$ cat src/rtl/eight_bit_alu_with_flags_macros.svh
// Assertion helpers used by the top-level RTL file of the ALU.
`ifndef EIGHT_BIT_ALU_WITH_FLAGS_MACROS_SVH
`define EIGHT_BIT_ALU_WITH_FLAGS_MACROS_SVH

// The consequent must hold in the same cycle as the antecedent.
`define EBALU_ASSERT_SAME(lbl, ante, cons) \
  lbl: assert property (@(posedge clk_i) disable iff (!rst_ni) (ante) |-> (cons)) \
    else $error("ALU check failed");

// The consequent must hold in the cycle after the antecedent.
`define EBALU_ASSERT_NEXT(lbl, ante, cons) \
  lbl: assert property (@(posedge clk_i) disable iff (!rst_ni) (ante) |=> (cons)) \
    else $error("ALU check failed");

`endif

$ cat src/rtl/ebalu_pkg.sv
package ebalu_pkg;

  // Operation codes carried on the input tuser bus.
  typedef enum logic [4:0] {
    K_ADD    = 5'd0,
    K_ADC    = 5'd1,
    K_SUB    = 5'd2,
    K_SBC    = 5'd3,
    K_AND    = 5'd4,
    K_XOR    = 5'd5,
    K_OR     = 5'd6,
    K_CP     = 5'd7,
    K_INC    = 5'd8,
    K_DEC    = 5'd9,
    K_RLC    = 5'd10,
    K_RRC    = 5'd11,
    K_RL     = 5'd12,
    K_RR     = 5'd13,
    K_SLA    = 5'd14,
    K_SRA    = 5'd15,
    K_SWAP   = 5'd16,
    K_SRL    = 5'd17,
    K_BIT    = 5'd18,
    K_RES    = 5'd19,
    K_SET    = 5'd20,
    K_DAA    = 5'd21,
    K_CPL    = 5'd22,
    K_SCF    = 5'd23,
    K_CCF    = 5'd24,
    K_RLCA   = 5'd25,
    K_RRCA   = 5'd26,
    K_RLA    = 5'd27,
    K_RRA    = 5'd28,
    K_ADD16L = 5'd29,
    K_ADD16H = 5'd30,
    K_SPADD  = 5'd31
  } kind_e;

  // Flag bit positions.
  localparam int unsigned FlagZ = 3;
  localparam int unsigned FlagN = 2;
  localparam int unsigned FlagH = 1;
  localparam int unsigned FlagC = 0;

  localparam int unsigned InDataW  = 40;
  localparam int unsigned OutDataW = 32;

  // One operation request.
  typedef struct packed {
    kind_e       kind;
    logic [3:0]  flags_in;
    logic [2:0]  bit_index;
    logic [15:0] wide_lhs;
    logic [7:0]  rhs;
    logic [7:0]  lhs;
  } req_t;

  // One operation result.
  typedef struct packed {
    logic [3:0]  flags_out;
    logic [15:0] wide_result;
    logic [7:0]  result;
  } rsp_t;

endpackage

$ cat src/rtl/ebalu_core.sv
module ebalu_core (
  input  ebalu_pkg::req_t req_i,
  output ebalu_pkg::rsp_t rsp_o
);

  // Rotate and shift group: returns {carry, byte}.
  // sel: rlc, rrc, rl, rr, sla, sra, swap, srl.
  function automatic logic [8:0] shift_op(input logic [2:0] sel, input logic [7:0] v,
                                          input logic cin);
    logic [8:0] o;
    case (sel)
      3'd0:    o = {v[7], v[6:0], v[7]};
      3'd1:    o = {v[0], v[0], v[7:1]};
      3'd2:    o = {v[7], v[6:0], cin};
      3'd3:    o = {v[0], cin, v[7:1]};
      3'd4:    o = {v[7], v[6:0], 1'b0};
      3'd5:    o = {v[0], v[7], v[7:1]};
      3'd6:    o = {1'b0, v[3:0], v[7:4]};
      default: o = {v[0], 1'b0, v[7:1]};
    endcase
    return o;
  endfunction

  logic [7:0]  a, b;
  logic        cin;
  logic        carry_use;
  logic [8:0]  add_sum;
  logic [4:0]  add_half;
  logic [8:0]  sub_diff;
  logic [4:0]  sub_half;
  logic [8:0]  sh_cb, sh_acc;
  logic [7:0]  bit_mask;
  logic [7:0]  daa_v;
  logic        daa_c;
  logic [15:0] sp_sum;
  logic [4:0]  sp_half;
  logic [8:0]  sp_low;
  logic [7:0]  res;
  logic [15:0] wres;
  logic [3:0]  fo;

  assign a   = req_i.lhs;
  assign b   = req_i.rhs;
  assign cin = req_i.flags_in[ebalu_pkg::FlagC];

  // Carry in only for the with-carry forms.
  assign carry_use = cin & ((req_i.kind == ebalu_pkg::K_ADC) ||
                            (req_i.kind == ebalu_pkg::K_SBC) ||
                            (req_i.kind == ebalu_pkg::K_ADD16H));

  // Shared adder and subtractor with nibble carries.
  assign add_sum  = {1'b0, a} + {1'b0, b} + {8'd0, carry_use};
  assign add_half = {1'b0, a[3:0]} + {1'b0, b[3:0]} + {4'd0, carry_use};
  assign sub_diff = {1'b0, a} - {1'b0, b} - {8'd0, carry_use};
  assign sub_half = {1'b0, a[3:0]} - {1'b0, b[3:0]} - {4'd0, carry_use};

  // Kind 10..17 maps to select 0..7 by its low bits minus two; 25..28 minus one.
  assign sh_cb  = shift_op(req_i.kind[2:0] - 3'd2, a, cin);
  assign sh_acc = shift_op(req_i.kind[2:0] - 3'd1, a, cin);

  assign bit_mask = 8'd1 << req_i.bit_index;

  // Decimal adjust after add or subtract.
  always_comb begin
    daa_v = a;
    daa_c = cin;
    if (req_i.flags_in[ebalu_pkg::FlagN]) begin
      if (cin) begin
        daa_v = daa_v - 8'h60;
      end
      if (req_i.flags_in[ebalu_pkg::FlagH]) begin
        daa_v = daa_v - 8'h06;
      end
    end else begin
      if (cin || (a > 8'h99)) begin
        daa_v = daa_v + 8'h60;
        daa_c = 1'b1;
      end
      if (req_i.flags_in[ebalu_pkg::FlagH] || (a[3:0] > 4'h9)) begin
        daa_v = daa_v + 8'h06;
      end
    end
  end

  // Stack pointer plus sign-extended offset; flags from the low byte.
  assign sp_sum  = req_i.wide_lhs + {{8{b[7]}}, b};
  assign sp_half = {1'b0, req_i.wide_lhs[3:0]} + {1'b0, b[3:0]};
  assign sp_low  = {1'b0, req_i.wide_lhs[7:0]} + {1'b0, b};

  // Result and flag selection.
  always_comb begin
    res  = a;
    wres = 16'd0;
    fo   = req_i.flags_in;
    case (req_i.kind)
      ebalu_pkg::K_ADD, ebalu_pkg::K_ADC: begin
        res = add_sum[7:0];
        fo  = {add_sum[7:0] == 8'd0, 1'b0, add_half[4], add_sum[8]};
      end
      ebalu_pkg::K_SUB, ebalu_pkg::K_SBC: begin
        res = sub_diff[7:0];
        fo  = {sub_diff[7:0] == 8'd0, 1'b1, sub_half[4], sub_diff[8]};
      end
      ebalu_pkg::K_CP: begin
        fo = {sub_diff[7:0] == 8'd0, 1'b1, sub_half[4], sub_diff[8]};
      end
      ebalu_pkg::K_AND: begin
        res = a & b;
        fo  = {(a & b) == 8'd0, 1'b0, 1'b1, 1'b0};
      end
      ebalu_pkg::K_XOR: begin
        res = a ^ b;
        fo  = {(a ^ b) == 8'd0, 3'b000};
      end
      ebalu_pkg::K_OR: begin
        res = a | b;
        fo  = {(a | b) == 8'd0, 3'b000};
      end
      ebalu_pkg::K_INC: begin
        res = a + 8'd1;
        fo  = {a == 8'hFF, 1'b0, a[3:0] == 4'hF, cin};
      end
      ebalu_pkg::K_DEC: begin
        res = a - 8'd1;
        fo  = {a == 8'h01, 1'b1, a[3:0] == 4'h0, cin};
      end
      ebalu_pkg::K_RLC, ebalu_pkg::K_RRC, ebalu_pkg::K_RL, ebalu_pkg::K_RR,
      ebalu_pkg::K_SLA, ebalu_pkg::K_SRA, ebalu_pkg::K_SWAP, ebalu_pkg::K_SRL: begin
        res = sh_cb[7:0];
        fo  = {sh_cb[7:0] == 8'd0, 2'b00, sh_cb[8]};
      end
      ebalu_pkg::K_BIT: begin
        fo = {(a & bit_mask) == 8'd0, 1'b0, 1'b1, cin};
      end
      ebalu_pkg::K_RES: begin
        res = a & ~bit_mask;
      end
      ebalu_pkg::K_SET: begin
        res = a | bit_mask;
      end
      ebalu_pkg::K_DAA: begin
        res = daa_v;
        fo  = {daa_v == 8'd0, req_i.flags_in[ebalu_pkg::FlagN], 1'b0, daa_c};
      end
      ebalu_pkg::K_CPL: begin
        res = ~a;
        fo  = req_i.flags_in | 4'b0110;
      end
      ebalu_pkg::K_SCF: begin
        fo = {req_i.flags_in[ebalu_pkg::FlagZ], 3'b001};
      end
      ebalu_pkg::K_CCF: begin
        fo = {req_i.flags_in[ebalu_pkg::FlagZ], 2'b00, ~cin};
      end
      ebalu_pkg::K_RLCA, ebalu_pkg::K_RRCA, ebalu_pkg::K_RLA, ebalu_pkg::K_RRA: begin
        res = sh_acc[7:0];
        fo  = {3'b000, sh_acc[8]};
      end
      ebalu_pkg::K_ADD16L, ebalu_pkg::K_ADD16H: begin
        res = add_sum[7:0];
        fo  = {req_i.flags_in[ebalu_pkg::FlagZ], 1'b0, add_half[4], add_sum[8]};
      end
      ebalu_pkg::K_SPADD: begin
        wres = sp_sum;
        res  = sp_sum[7:0];
        fo   = {2'b00, sp_half[4], sp_low[8]};
      end
      default: begin
        res = a;
      end
    endcase
  end

  assign rsp_o.result      = res;
  assign rsp_o.wide_result = wres;
  assign rsp_o.flags_out   = fo;

endmodule

$ cat src/rtl/eight_bit_alu_with_flags.sv
// Eight-bit CPU ALU with Z/N/H/C flags. Each request carries an operation code
// on s_axis_tuser_i and its operands on s_axis_tdata_i; each request yields
// exactly one response on the master side, in order. A request is registered,
// evaluated by one pass of combinational logic and registered again. Its
// response is valid on the master side once it has moved from the input
// register into the output register, which it does as soon as that has room.
// One request is taken every cycle as long as the response side keeps up.
// The two register stages hold at most two requests while the response side
// stalls, and input ready follows output ready in the same cycle.
`include "eight_bit_alu_with_flags_macros.svh"

module eight_bit_alu_with_flags (
  input  logic                            clk_i,
  input  logic                            rst_ni,
  input  logic                            s_axis_tvalid_i,
  output logic                            s_axis_tready_o,
  // lhs[7:0], rhs[15:8], wide_lhs[31:16], bit_index[34:32], flags_in[38:35], zero[39]
  input  logic [ebalu_pkg::InDataW-1:0]   s_axis_tdata_i,
  // kind[4:0]
  input  logic [4:0]                      s_axis_tuser_i,
  output logic                            m_axis_tvalid_o,
  input  logic                            m_axis_tready_i,
  // result[7:0], wide_result[23:8], flags_out[27:24], zero[31:28]
  output logic [ebalu_pkg::OutDataW-1:0]  m_axis_tdata_o
);

  logic             in_valid_q, in_valid_d;
  ebalu_pkg::req_t  in_req_q, in_req_d;
  logic             out_valid_q, out_valid_d;
  ebalu_pkg::rsp_t  out_rsp_q;
  ebalu_pkg::rsp_t  core_rsp;
  logic             out_ready;
  logic             in_ready;

  // Each stage can take new data when empty or when its content moves on.
  assign out_ready = !out_valid_q || m_axis_tready_i;
  assign in_ready  = !in_valid_q || out_ready;
  assign s_axis_tready_o = in_ready;

  // Unpack the incoming request.
  always_comb begin
    in_req_d.kind      = ebalu_pkg::kind_e'(s_axis_tuser_i);
    in_req_d.lhs       = s_axis_tdata_i[7:0];
    in_req_d.rhs       = s_axis_tdata_i[15:8];
    in_req_d.wide_lhs  = s_axis_tdata_i[31:16];
    in_req_d.bit_index = s_axis_tdata_i[34:32];
    in_req_d.flags_in  = s_axis_tdata_i[38:35];
  end

  assign in_valid_d  = in_ready ? s_axis_tvalid_i : in_valid_q;
  assign out_valid_d = out_ready ? in_valid_q : out_valid_q;

  // Valid bits of the two stages.
  always_ff @(posedge clk_i or negedge rst_ni) begin
    if (!rst_ni) begin
      in_valid_q  <= 1'b0;
      out_valid_q <= 1'b0;
    end else begin
      in_valid_q  <= in_valid_d;
      out_valid_q <= out_valid_d;
    end
  end

  // Payload registers.
  always_ff @(posedge clk_i) begin
    if (in_ready && s_axis_tvalid_i) begin
      in_req_q <= in_req_d;
    end
    if (out_ready && in_valid_q) begin
      out_rsp_q <= core_rsp;
    end
  end

  ebalu_core u_core (
    .req_i (in_req_q),
    .rsp_o (core_rsp)
  );

  assign m_axis_tvalid_o = out_valid_q;
  assign m_axis_tdata_o  = {4'd0, out_rsp_q.flags_out, out_rsp_q.wide_result,
                            out_rsp_q.result};

  // A request in the first stage moves into the output stage when it has room.
  `EBALU_ASSERT_NEXT(a_stage_advance, in_valid_q && out_ready, out_valid_q)
  // The registered response is the one computed from the first stage.
  `EBALU_ASSERT_NEXT(a_rsp_capture, in_valid_q && out_ready, out_rsp_q == $past(core_rsp))
  // Back-pressure only when both stages are full and the sink stalls.
  `EBALU_ASSERT_SAME(a_ready_low, !s_axis_tready_o,
                     in_valid_q && out_valid_q && !m_axis_tready_i)
  // Only the stack pointer operation produces a wide result.
  `EBALU_ASSERT_SAME(a_wide_zero, in_valid_q && (in_req_q.kind != ebalu_pkg::K_SPADD),
                     core_rsp.wide_result == 16'd0)
  // Subtract, compare and decrement always set N.
  `EBALU_ASSERT_SAME(a_sub_sets_n,
                     in_valid_q && ((in_req_q.kind == ebalu_pkg::K_SUB) ||
                                    (in_req_q.kind == ebalu_pkg::K_SBC) ||
                                    (in_req_q.kind == ebalu_pkg::K_CP) ||
                                    (in_req_q.kind == ebalu_pkg::K_DEC)),
                     core_rsp.flags_out[ebalu_pkg::FlagN])

endmodule

$ cat config.mk
export PLATFORM = sky130hd
export DESIGN_NAME = eight_bit_alu_with_flags
export DESIGN_NICKNAME = d
export VERILOG_FILES = /design/src/rtl/ebalu_pkg.sv /design/src/rtl/ebalu_core.sv /design/src/rtl/eight_bit_alu_with_flags.sv
export VERILOG_INCLUDE_DIRS = /design/src /design/src/rtl
export SDC_FILE = /design/constraint.sdc
export NUM_CORES = 1
export LEC_CHECK = 0
export CAP_MARGIN = 40
export CORE_UTILIZATION = 60
export CTS_CLUSTER_DIAMETER = 60
export DETAILED_ROUTE_END_ITERATION = 6
export DONT_BUFFER_PORTS = 1
export GPL_TIMING_DRIVEN = 0
export PLACE_DENSITY = 0.76
export SYNTH_ARGS = -nofsm -noshare
export SYNTH_HDL_FRONTEND = slang
export SYNTH_SLANG_ARGS = --single-unit
$ cat constraint.sdc
create_clock -name clk_i -period 9.13 [get_ports clk_i]
set_clock_uncertainty 0.1 [all_clocks]
set_input_delay 1.3695 -clock clk_i [delete_from_list [all_inputs] [get_ports clk_i]]
set_output_delay 1.3695 -clock clk_i [all_outputs]
set_load 0.02 [all_outputs]
==> results.toml, run 1 <==
[synth]
synth.area.top_cells = "edfxtp_1 (32%), ha_1 (10%), xnor2_1 (4.0%)"
yosys_warnings = 0
ys.flop_type = "edfxtp_1"
ys_seq_area_share_pct = 32.6
ys_types = 83
synth_top_cell_by_area = "edfxtp_1"
synth-edff-count = 72
yosysTopAreaCellShare_pct = 31.8
netlist_area_um2 = 6790
netlist_instances = 755
ys_ff_latch = 74
avgSynthCellArea_um2 = 8.99
async_flop_share_pct = 2.70

[final_layout]
area.growth.synth_to_final_pct = 8.50
finalInstanceArea_um2 = 7370
fin_nets = 882
finish.utilization_pct = 67.4
n_antenna_cell = 0
drive_above_1_share_pct = 7.71
stdcell_count = 918

[power_and_ir_drop]
pwr-share-comb_pct = 29.0
sequentialPowerShare_pct = 36.9
p_per_area_nw_per_um2 = 163
totalPowerFinal_mw = 1.20
p_int_mw = 0.794
swShare_pct = 33.7
max-vdd-ir-drop_mv = 0.160
clkPwrFrac_pct = 34.1
p_leak_nw = 2.77
p_switching_mw = 0.403

[sta]
fin_crit_sh_pct = 52.5
finalHoldViolCount = 0
rsz0062_at_grt = "false"
finalMaxSlewViolations = 0
setup_violations = 0
holdWs_ns = 0.395
worstMarginPinSlew_ns = 0.867
slew_headroom_pct = 41.9
fmax_mhz = 209
tns_ns = 0
min_period_ns = 4.79
layout_setup_ws_ns = 4.34

[outcome]
status = "complete, no violations"

[placement]
place_congestion = 1.08
dpl.hpwl_mm = 18.6
place_ws_ns = 4.63
port-buffer-count = 0
placed_cell_area_um2 = 7030
dp.cells = 902

[critical_path]
cp.arrival_ns = 4.78
required_ns = 9.12
startpoint_type = "flip-flop"
cp_max_fo = 10
crit_family = "compound AO/OA/AOI/OAI gates"
critPathMaxStageDelay_ns = 0.55
path_cells = "buf_6 > buf_6 > buf_6 > clkbuf_1 > nor3_1 > o21ai_0 > fa_1 > ha_1 > o21ai_0 > a311oi_1 > a21o_1 > a21oi_1 > xnor2_1 > o2bb2ai_1 > o32a_1"
critical_path.slowest_cell = "fa_1"
critPathBufInv = 4
cp-end-kind = "flip-flop"
critical_path_class = "flip-flop to flip-flop"
crit_top_cell = "buf_6"

[drt]
via_count = 6831
drt_iter0_drc = 1125
wirelength_mm = 25.0
drt-pass1-iter-count = 6
ant_nets = 0
avgRoutedWirePerCell_um = 27.2
via_per_inst = 7.44
drcViolationCount = 0

[cts]
cts_tree = "built"
cts_max_level = 3
insertion_delay_ns = 0.35
ctsHoldBuffers = 0
cts_buffers = 9
root_buffer = "clkbuf_16"
clock-sinks = 74
cts_resized = 0
cts_max_path_buffers = 2
path_clk_slew_ns = 0.06
post_cts_buffers = 0

[floorplanning]
dieArea_um2 = 11700
fp.coreArea_um2 = 10900
ios = 83
die_x_um = 108
initial_core_util_pct = 62.1
chipHeight_um = 108
rows = 38

[global_route]
grt_pass1_wl_mm = 36.5
groute.usage.overall_pct = 43.0
grt_max_degree = 24
antenna_found_initial = 0
gr-total-overflow = 0
grt_pass1_vias = 6141

[job]
maxCapViolCount = 0

[min_path]
worst_hold_path_type = "flip-flop to flip-flop"
[cells in the final DEF, fill, tap and decap left out, types with 9 or more instances in the layout]
master | Yosys | layout
edfxtp_1 | 72 | 72
nor2b_1 | 12 | 12
o21ai_0 | 45 | 45
mux2i_1 | 11 | 11
nor4_1 | 10 | 10
nor3_1 | 26 | 26
nor2_1 | 62 | 62
nand4_1 | 14 | 14
a31oi_1 | 11 | 11
nand2_1 | 56 | 56
ha_1 | 55 | 55
a21oi_1 | 38 | 38
buf_2 | 13 | 15
clkbuf_16 | 0 | 9
nand3_1 | 27 | 27
xor2_1 | 15 | 15
xnor2_1 | 31 | 31
clkbuf_1 | 26 | 28
inv_1 | 33 | 33
o211ai_1 | 11 | 11
o2111ai_1 | 12 | 12
[flip-flops by register name (all words and copies together) (netlist names)]
name and count:
in_req_q 44, in_valid_q 1, m_axis_tdata_o 28, m_axis_tvalid_o 1
[worst register-to-register path, delay by kind of cell (launching register included)]
family | cells | cell delay (ns)
AOI/OAI and AO/OA | 7 | 2.06
xor gates and xnor gates | 1 | 0.17
adders and majority gates | 2 | 0.76
buffers and inverters | 4 | 0.95
DFF | 1 | 0.41
and+or+nand+nor | 1 | 0.10
[power by group through the flow]
stage                     Sequential [mW]  Combinational (mW)  Clock [mW]
after floorplan                     0.440               0.233           0
after global placement              0.448               0.312           0
after detailed placement            0.448               0.325           0
after CTS                           0.441               0.329       0.407
after global routing                0.444               0.363       0.419
final                               0.442               0.347       0.408
[cell type report]
| type | instances | area [µm²] |
|---|---|---|
| Multi-Input combinational cell | 598 | 4190 |
| Fill cell | 861 | 3570 |
| Sequential cell | 74 | 2210 |
| Buffer | 52 | 268 |
| Clock buffer | 11 | 233 |
| Tap cell | 140 | 175 |
| Inverter | 34 | 128 |
| Clock inverter | 5 | 104 |
| Timing Repair Buffer | 4 | 52.6 |
[cell families after synthesis]
group / synth area share [%]
other: 0.0552
buffers and inverters: 5.82
xor gates and xnor gates: 5.93
DFF: 32.6
and+or+nand+nor: 19.7
adders and majority gates: 11.6
muxes: 1.95
AOI/OAI and AO/OA: 22.4
[synth_stat cells, types with 4 or more instances]
library cell  count
a2111oi_0         4
a211oi_1          5
a21o_1            8
a21oi_1          38
a221oi_1          5
a22oi_1           4
a31oi_1          11
and2_1            6
and3_1            4
buf_2            13
buf_4             5
buf_6             5
clkbuf_1         26
edfxtp_1         72
fa_1              5
ha_1             55
inv_1            33
mux2i_1          11
nand2_1          56
nand2b_1          8
nand3_1          27
nand3b_1          5
nand4_1          14
nor2_1           62
nor2b_1          12
nor3_1           26
nor3b_1           7
nor4_1           10
o2111ai_1        12
o211ai_1         11
o21a_1            6
o21ai_0          45
o221ai_1          4
o22ai_1           7
o31a_1            4
or3_1             6
xnor2_1          31
xor2_1           15
[final timing paths]
check | slack (ns) | cells after the start | startpoint | endpoint
min in group asynchronous | 0.62 | 0 | rst_ni | m_axis_tvalid_o
worst max register to register | 4.34 | 15 | in_req_q[41] | m_axis_tdata_o[7]
worst min register to register | 0.40 | 1 | in_valid_q | m_axis_tvalid_o
max in group asynchronous | 8.24 | 0 | rst_ni | in_valid_q
worst max-delay path | 4.34 | 15 | in_req_q[41] | m_axis_tdata_o[7]
worst min-delay path | 0.40 | 1 | in_valid_q | m_axis_tvalid_o
[layer usage]
metal  up-vias  global-route usage, %  wire (µm)
met3       100                   13.9       3580
met4         0                   16.2       1120
met1      3213                   57.1       9430
li1       2887                      -          -
met5         -                      0          0
met2       631                   65.0      10800
(Power assumes the default switching activity.)
==> inputs of run 2 (changes only) <==
==> constraint.sdc (replaced) <==
create_clock -name clk_i -period 4.95 [get_ports clk_i]
set_clock_uncertainty 0.1 [all_clocks]
set_input_delay 0.7425 -clock clk_i [delete_from_list [all_inputs] [get_ports clk_i]]
set_output_delay 0.7425 -clock clk_i [all_outputs]
set_load 0.02 [all_outputs]
==> run 2 against run 1 <==
Compared with the run above:
- the flow now finishes with violations (DRC)
- cell area is 0.14% higher
- fmax is 0.13% lower
- cell count is 0.11% higher
- clock power is 84% higher
- sequential power is 84% higher
- count of clock-buffer cells in the layout stayed put
- global-route usage hardly changed
- sequential cell count stayed put
- critical path type unchanged
- critical endpoint unchanged
==> results.toml, run 2 (synthesis results as in run 1) <==
[power_and_ir_drop]
p_leak_nw = 2.77
p_per_area_nw_per_um2 = 300
totalPowerFinal_mw = 2.21
max-vdd-ir-drop_mv = 0.296

[outcome]
violations = "DRC"
status = "finished with violations"

[sta]
slew_headroom_pct = 45.6
setup_violations = 0
fin_crit_sh_pct = 97.0
worstMarginPinSlew_ns = 0.812
min_period_ns = 4.80
layout_setup_ws_ns = 0.149
finalMaxSlewViolations = 0
finalHoldViolCount = 0
fmax_mhz = 208
tns_ns = 0
rsz0062_at_grt = "false"

[floorplanning]
chipHeight_um = 108
initial_core_util_pct = 62.1
dieArea_um2 = 11700
rows = 38
fp.coreArea_um2 = 10900
die_x_um = 108
ios = 83

[drt]
drt-pass1-iter-count = 7
avgRoutedWirePerCell_um = 27.2
via_per_inst = 7.40
drcViolationCount = 3
ant_nets = 0
wl_met1_mm = 9.66
via_count = 6805
highest_layer = "met4"
wirelength_mm = 25.0
wl_met3_mm = 3.57
drt_iter0_drc = 1169
route.met2.wl_mm = 10.8

[placement]
place_ws_ns = 0.448
placed_cell_area_um2 = 7030
place_congestion = 1.08
dpl.hpwl_mm = 18.6
port-buffer-count = 0

[critical_path]
critical_path_class = "flip-flop to flip-flop"
cp.arrival_ns = 4.79
required_ns = 4.94
startpoint_type = "flip-flop"
cp-end-kind = "flip-flop"
cp_max_fo = 10

[global_route]
grt_max_degree = 24
gr-total-overflow = 0
groute.usage.overall_pct = 43.0
grt_pass1_wl_mm = 36.6
antenna_found_initial = 0
grt_pass1_vias = 6146

[cts]
cts_max_path_buffers = 2
cts_max_level = 3
root_buffer = "clkbuf_16"
clock-sinks = 74
insertion_delay_ns = 0.35
path_clk_slew_ns = 0.06
cts_tree = "built"
cts_resized = 0
post_cts_buffers = 0
cts_buffers = 9

[final_layout]
final_common_cell = "edfxtp_1"
finalInstanceArea_um2 = 7380
final_cell_mix = "edfxtp_1 (72), nor2_1 (62), nand2_1 (56), ha_1 (55), o21ai_0 (45)"
n_antenna_cell = 0
finish.utilization_pct = 67.4
drive_above_1_share_pct = 7.70
multiInputGateArea_um2 = 4190
area.sequential_um2 = 2210
largest_reg_flops = 44
fin_nets = 883
max_flop_register = "in_req_q"
fillers = 857
area.growth.synth_to_final_pct = 8.64

[job]
maxCapViolCount = 0

[min_path]
worst_hold_path_type = "primary input to flip-flop"
-- run 2: cell types whose count changed in the layout (fill, tap and decap cells not counted), sizes merged --
cell	change
dlygate4sd3	+1
-- run 2: critical path, stage by stage (launching register included) --
cell and delay, ns:
edfxtp_1 0.70, clkbuf_1 0.55, inv_1 0.37, fa_1 0.69
inv_1 0.08, ha_1 0.18, o21ai_0 0.52, a311oi_1 0.28
a21o_1 0.23, a21oi_1 0.18, xnor2_1 0.17, o2bb2ai_1 0.17
o32a_1 0.31
-- run 2: per-stage QoR --
stage,hold WS [ns],std cells
after global placement,0.347,898
final,0.388,919
after floorplan,0.347,758
after global routing,0.387,919
after CTS,0.389,919
after detailed placement,0.347,902
-- run 2: report_power, final --
group / switching, mW / internal, mW / total, mW
Clock: 0.260 / 0.493 / 0.752
Sequential: 0.0657 / 0.749 / 0.815
Combinational: 0.419 / 0.223 / 0.643
Total: 0.744 / 1.47 / 2.21
-- run 2: path summary, 6_finish.rpt --
check / from / endpoint / slack (ns) / cells after the start
hold / removal: s_axis_tdata_i[17] / in_req_q[17] / 0.39 / 0
min in group asynchronous: rst_ni / m_axis_tvalid_o / 0.54 / 1
setup / recovery: in_req_q[0] / m_axis_tdata_o[7] / 0.15 / 12
max in group asynchronous: rst_ni / in_valid_q / 4.08 / 1
setup reg to reg: in_req_q[0] / m_axis_tdata_o[7] / 0.15 / 12
hold reg to reg: in_valid_q / m_axis_tvalid_o / 0.39 / 1
-- run 2: final cells by class --
class                      instances  share of cell area, %
buffer                            52                   3.63
clock buffer                      11                   3.16
timing repair buffer               5                  0.848
multi-input combinational        598                   56.9
inverter                          34                   1.73
sequential                        74                   30.0
clock inverter                     5                   1.41
tap                              140                   2.37
-- run 2: per-layer routing --
metal | GRT usage, % | vias up
li1 | - | 2891
met1 | 57.1 | 3190
met2 | 64.5 | 630
met3 | 13.9 | 94
met4 | 17.2 | 0
met5 | 0.446 | -
-- run 2: what timing repair did --
| action | CTS | global route |
|---|---|---|
| endpoints found under the hold margin | 2 | 0 |
| hold buffers | 1 | 0 |
| endpoints found under the setup margin | 0 | 0 |
==> inputs of run 3 (changes only) <==
--- a/config.mk
+++ b/config.mk
@@ -6,7 +6,8 @@
 export SDC_FILE = /design/constraint.sdc
 export NUM_CORES = 1
 export LEC_CHECK = 0
-export CAP_MARGIN = 40
+export CAP_MARGIN = 0
+export CORE_MARGIN = 1.5
 export CORE_UTILIZATION = 60
 export CTS_CLUSTER_DIAMETER = 60
 export DETAILED_ROUTE_END_ITERATION = 6
==> run 3 against run 2 <==
Compared with the run above:
- the run now ends clean
- critical path depth shrank 1
- worst setup slack got worse by 0.051 ns
- first-iteration DRC count grew 3.5%
- register-to-register slack got worse by 0.05 ns
- utilization fell by 0.65 points
- critical path type unchanged
- cell count decreased by 0.44%
- sequential share of layout area grew 0.29 points
- sequential power about the same
==> results.toml, run 3 (synthesis results as in run 1) <==
[outcome]
status = "complete, no violations"

[sta]
slew_headroom_pct = 16.8
finalHoldViolCount = 0
finalMaxSlewViolations = 0
fin_crit_sh_pct = 98.0
worstMarginPinSlew_ns = 1.25
min_period_ns = 4.85
rsz0062_at_grt = "false"
setup_violations = 0
tns_ns = 0
fmax_mhz = 206

[drt]
drcViolationCount = 0
via_count = 6698
avgRoutedWirePerCell_um = 26.8
drt-pass1-iter-count = 6
wirelength_mm = 24.6
via_per_inst = 7.32
ant_nets = 0
drt_iter0_drc = 1210

[cts]
cts_buffers = 9
insertion_delay_ns = 0.35
cts_tree = "built"
path_clk_slew_ns = 0.06
cts_max_level = 3
clock-sinks = 74
cts_max_path_buffers = 2
post_cts_buffers = 0
cts_resized = 0
root_buffer = "clkbuf_16"

[final_layout]
finalInstanceArea_um2 = 7300
fin_nets = 879
final_common_cell = "edfxtp_1"
largest_reg_flops = 44
area.growth.synth_to_final_pct = 7.59
drive_above_1_share_pct = 7.48
n_antenna_cell = 0
final_cell_mix = "edfxtp_1 (72), nor2_1 (62), nand2_1 (56), ha_1 (55), o21ai_0 (45)"
max_flop_register = "in_req_q"

[global_route]
grt_pass1_vias = 6199
groute.usage.overall_pct = 41.8
grt_pass1_wl_mm = 36.2
gr-total-overflow = 0
antenna_found_initial = 0
grt_max_degree = 29

[power_and_ir_drop]
p_per_area_nw_per_um2 = 289
p_leak_nw = 2.73
totalPowerFinal_mw = 2.11
max-vdd-ir-drop_mv = 0.229

[critical_path]
critPathMaxStageDelay_ns = 0.77
cp-end-kind = "flip-flop"
path_cells = "clkbuf_1 > inv_1 > fa_1 > inv_1 > ha_1 > o21ai_0 > nand2_1 > xnor2_1 > o2111ai_1 > a211oi_1 > a21oi_1"
critical_path_class = "flip-flop to flip-flop"
startpoint_type = "flip-flop"
required_ns = 4.92
cp.arrival_ns = 4.82
cp_max_fo = 10
crit_top_cell = "inv_1"
critical_path.slowest_cell = "edfxtp_1"

[floorplanning]
initial_core_util_pct = 62.1
chipHeight_um = 109
die_x_um = 109
fp.coreArea_um2 = 10900
dieArea_um2 = 12000
ios = 83
rows = 38

[job]
maxCapViolCount = 0

[min_path]
worst_hold_path_type = "primary input to flip-flop"

[placement]
place_congestion = 1.10
placed_cell_area_um2 = 7000
dpl.hpwl_mm = 18.6
port-buffer-count = 0
## run 3: layer usage
| layer | GRT usage (%) | wire (µm) | vias to the layer above |
|---|---|---|---|
| li1 | - | - | 2872 |
| met2 | 62.0 | 10600 | 566 |
| met3 | 12.8 | 3460 | 113 |
| met4 | 19.7 | 1210 | 0 |
| met1 | 55.4 | 9330 | 3147 |
| met5 | 0 | 0 | - |
## run 3: area by class of cell
class	count	area [µm²]
flip-flops and latches	74	2210
well taps	140	175
repair buffers	2	37.5
clock buffers	10	229
fillers	886	3630
clock inverters	6	65.1
plain buffers	51	264
inverters	34	128
multi-input cells	598	4190
## run 3: metrics by stage
stage | instances | hold slack, ns | setup slack (ns) | utilization (%)
after detailed placement | 899 | 0.347 | 0.435 | 64.1
final | 915 | 0.385 | 0.0975 | 66.8
after global placement | 898 | 0.347 | 0.355 | 63.8
after floorplan | 758 | 0.347 | 1.42 | -
after CTS | 916 | 0.382 | 0.381 | 66.8
after global routing | 915 | 0.376 | 0.0278 | 66.8
## run 3: final timing paths
| kind | to | slack [ns] | cells after the start | start |
|---|---|---|---|---|
| hold / removal | in_req_q[11] | 0.39 | 0 | s_axis_tdata_i[11] |
| max in group asynchronous | in_valid_q | 4.09 | 1 | rst_ni |
| setup reg to reg | m_axis_tdata_o[3] | 0.1 | 11 | in_req_q[0] |
| hold reg to reg | m_axis_tvalid_o | 0.40 | 1 | in_valid_q |
| min in group asynchronous | m_axis_tvalid_o | 0.53 | 1 | rst_ni |
| setup / recovery | m_axis_tdata_o[3] | 0.1 | 11 | in_req_q[0] |
## run 3: timing repair
| action | CTS | global route |
|---|---|---|
| hold endpoints to repair | 2 | 0 |
| hold buffers | 1 | 0 |
| setup endpoints to repair | 0 | 1 |
## run 3: report_power, final
part | switching (mW) | internal [mW] | total [mW] | leakage (nW)
logic | 0.414 | 0.221 | 0.635 | 1.87
registers | 0.0654 | 0.750 | 0.815 | 0.722
clock network | 0.273 | 0.391 | 0.664 | 0.143
## run 3: worst max-delay path: cells and delay by family (launching register included)
family / cells / cell delay, ns
buffers and inverters: 3 / 0.95
adder cells (fa/ha/maj): 2 / 0.89
flip-flops: 1 / 0.77
AO/OA/AOI/OAI: 4 / 1.28
XOR/XNOR: 1 / 0.44
AND/OR/NAND/NOR: 1 / 0.14
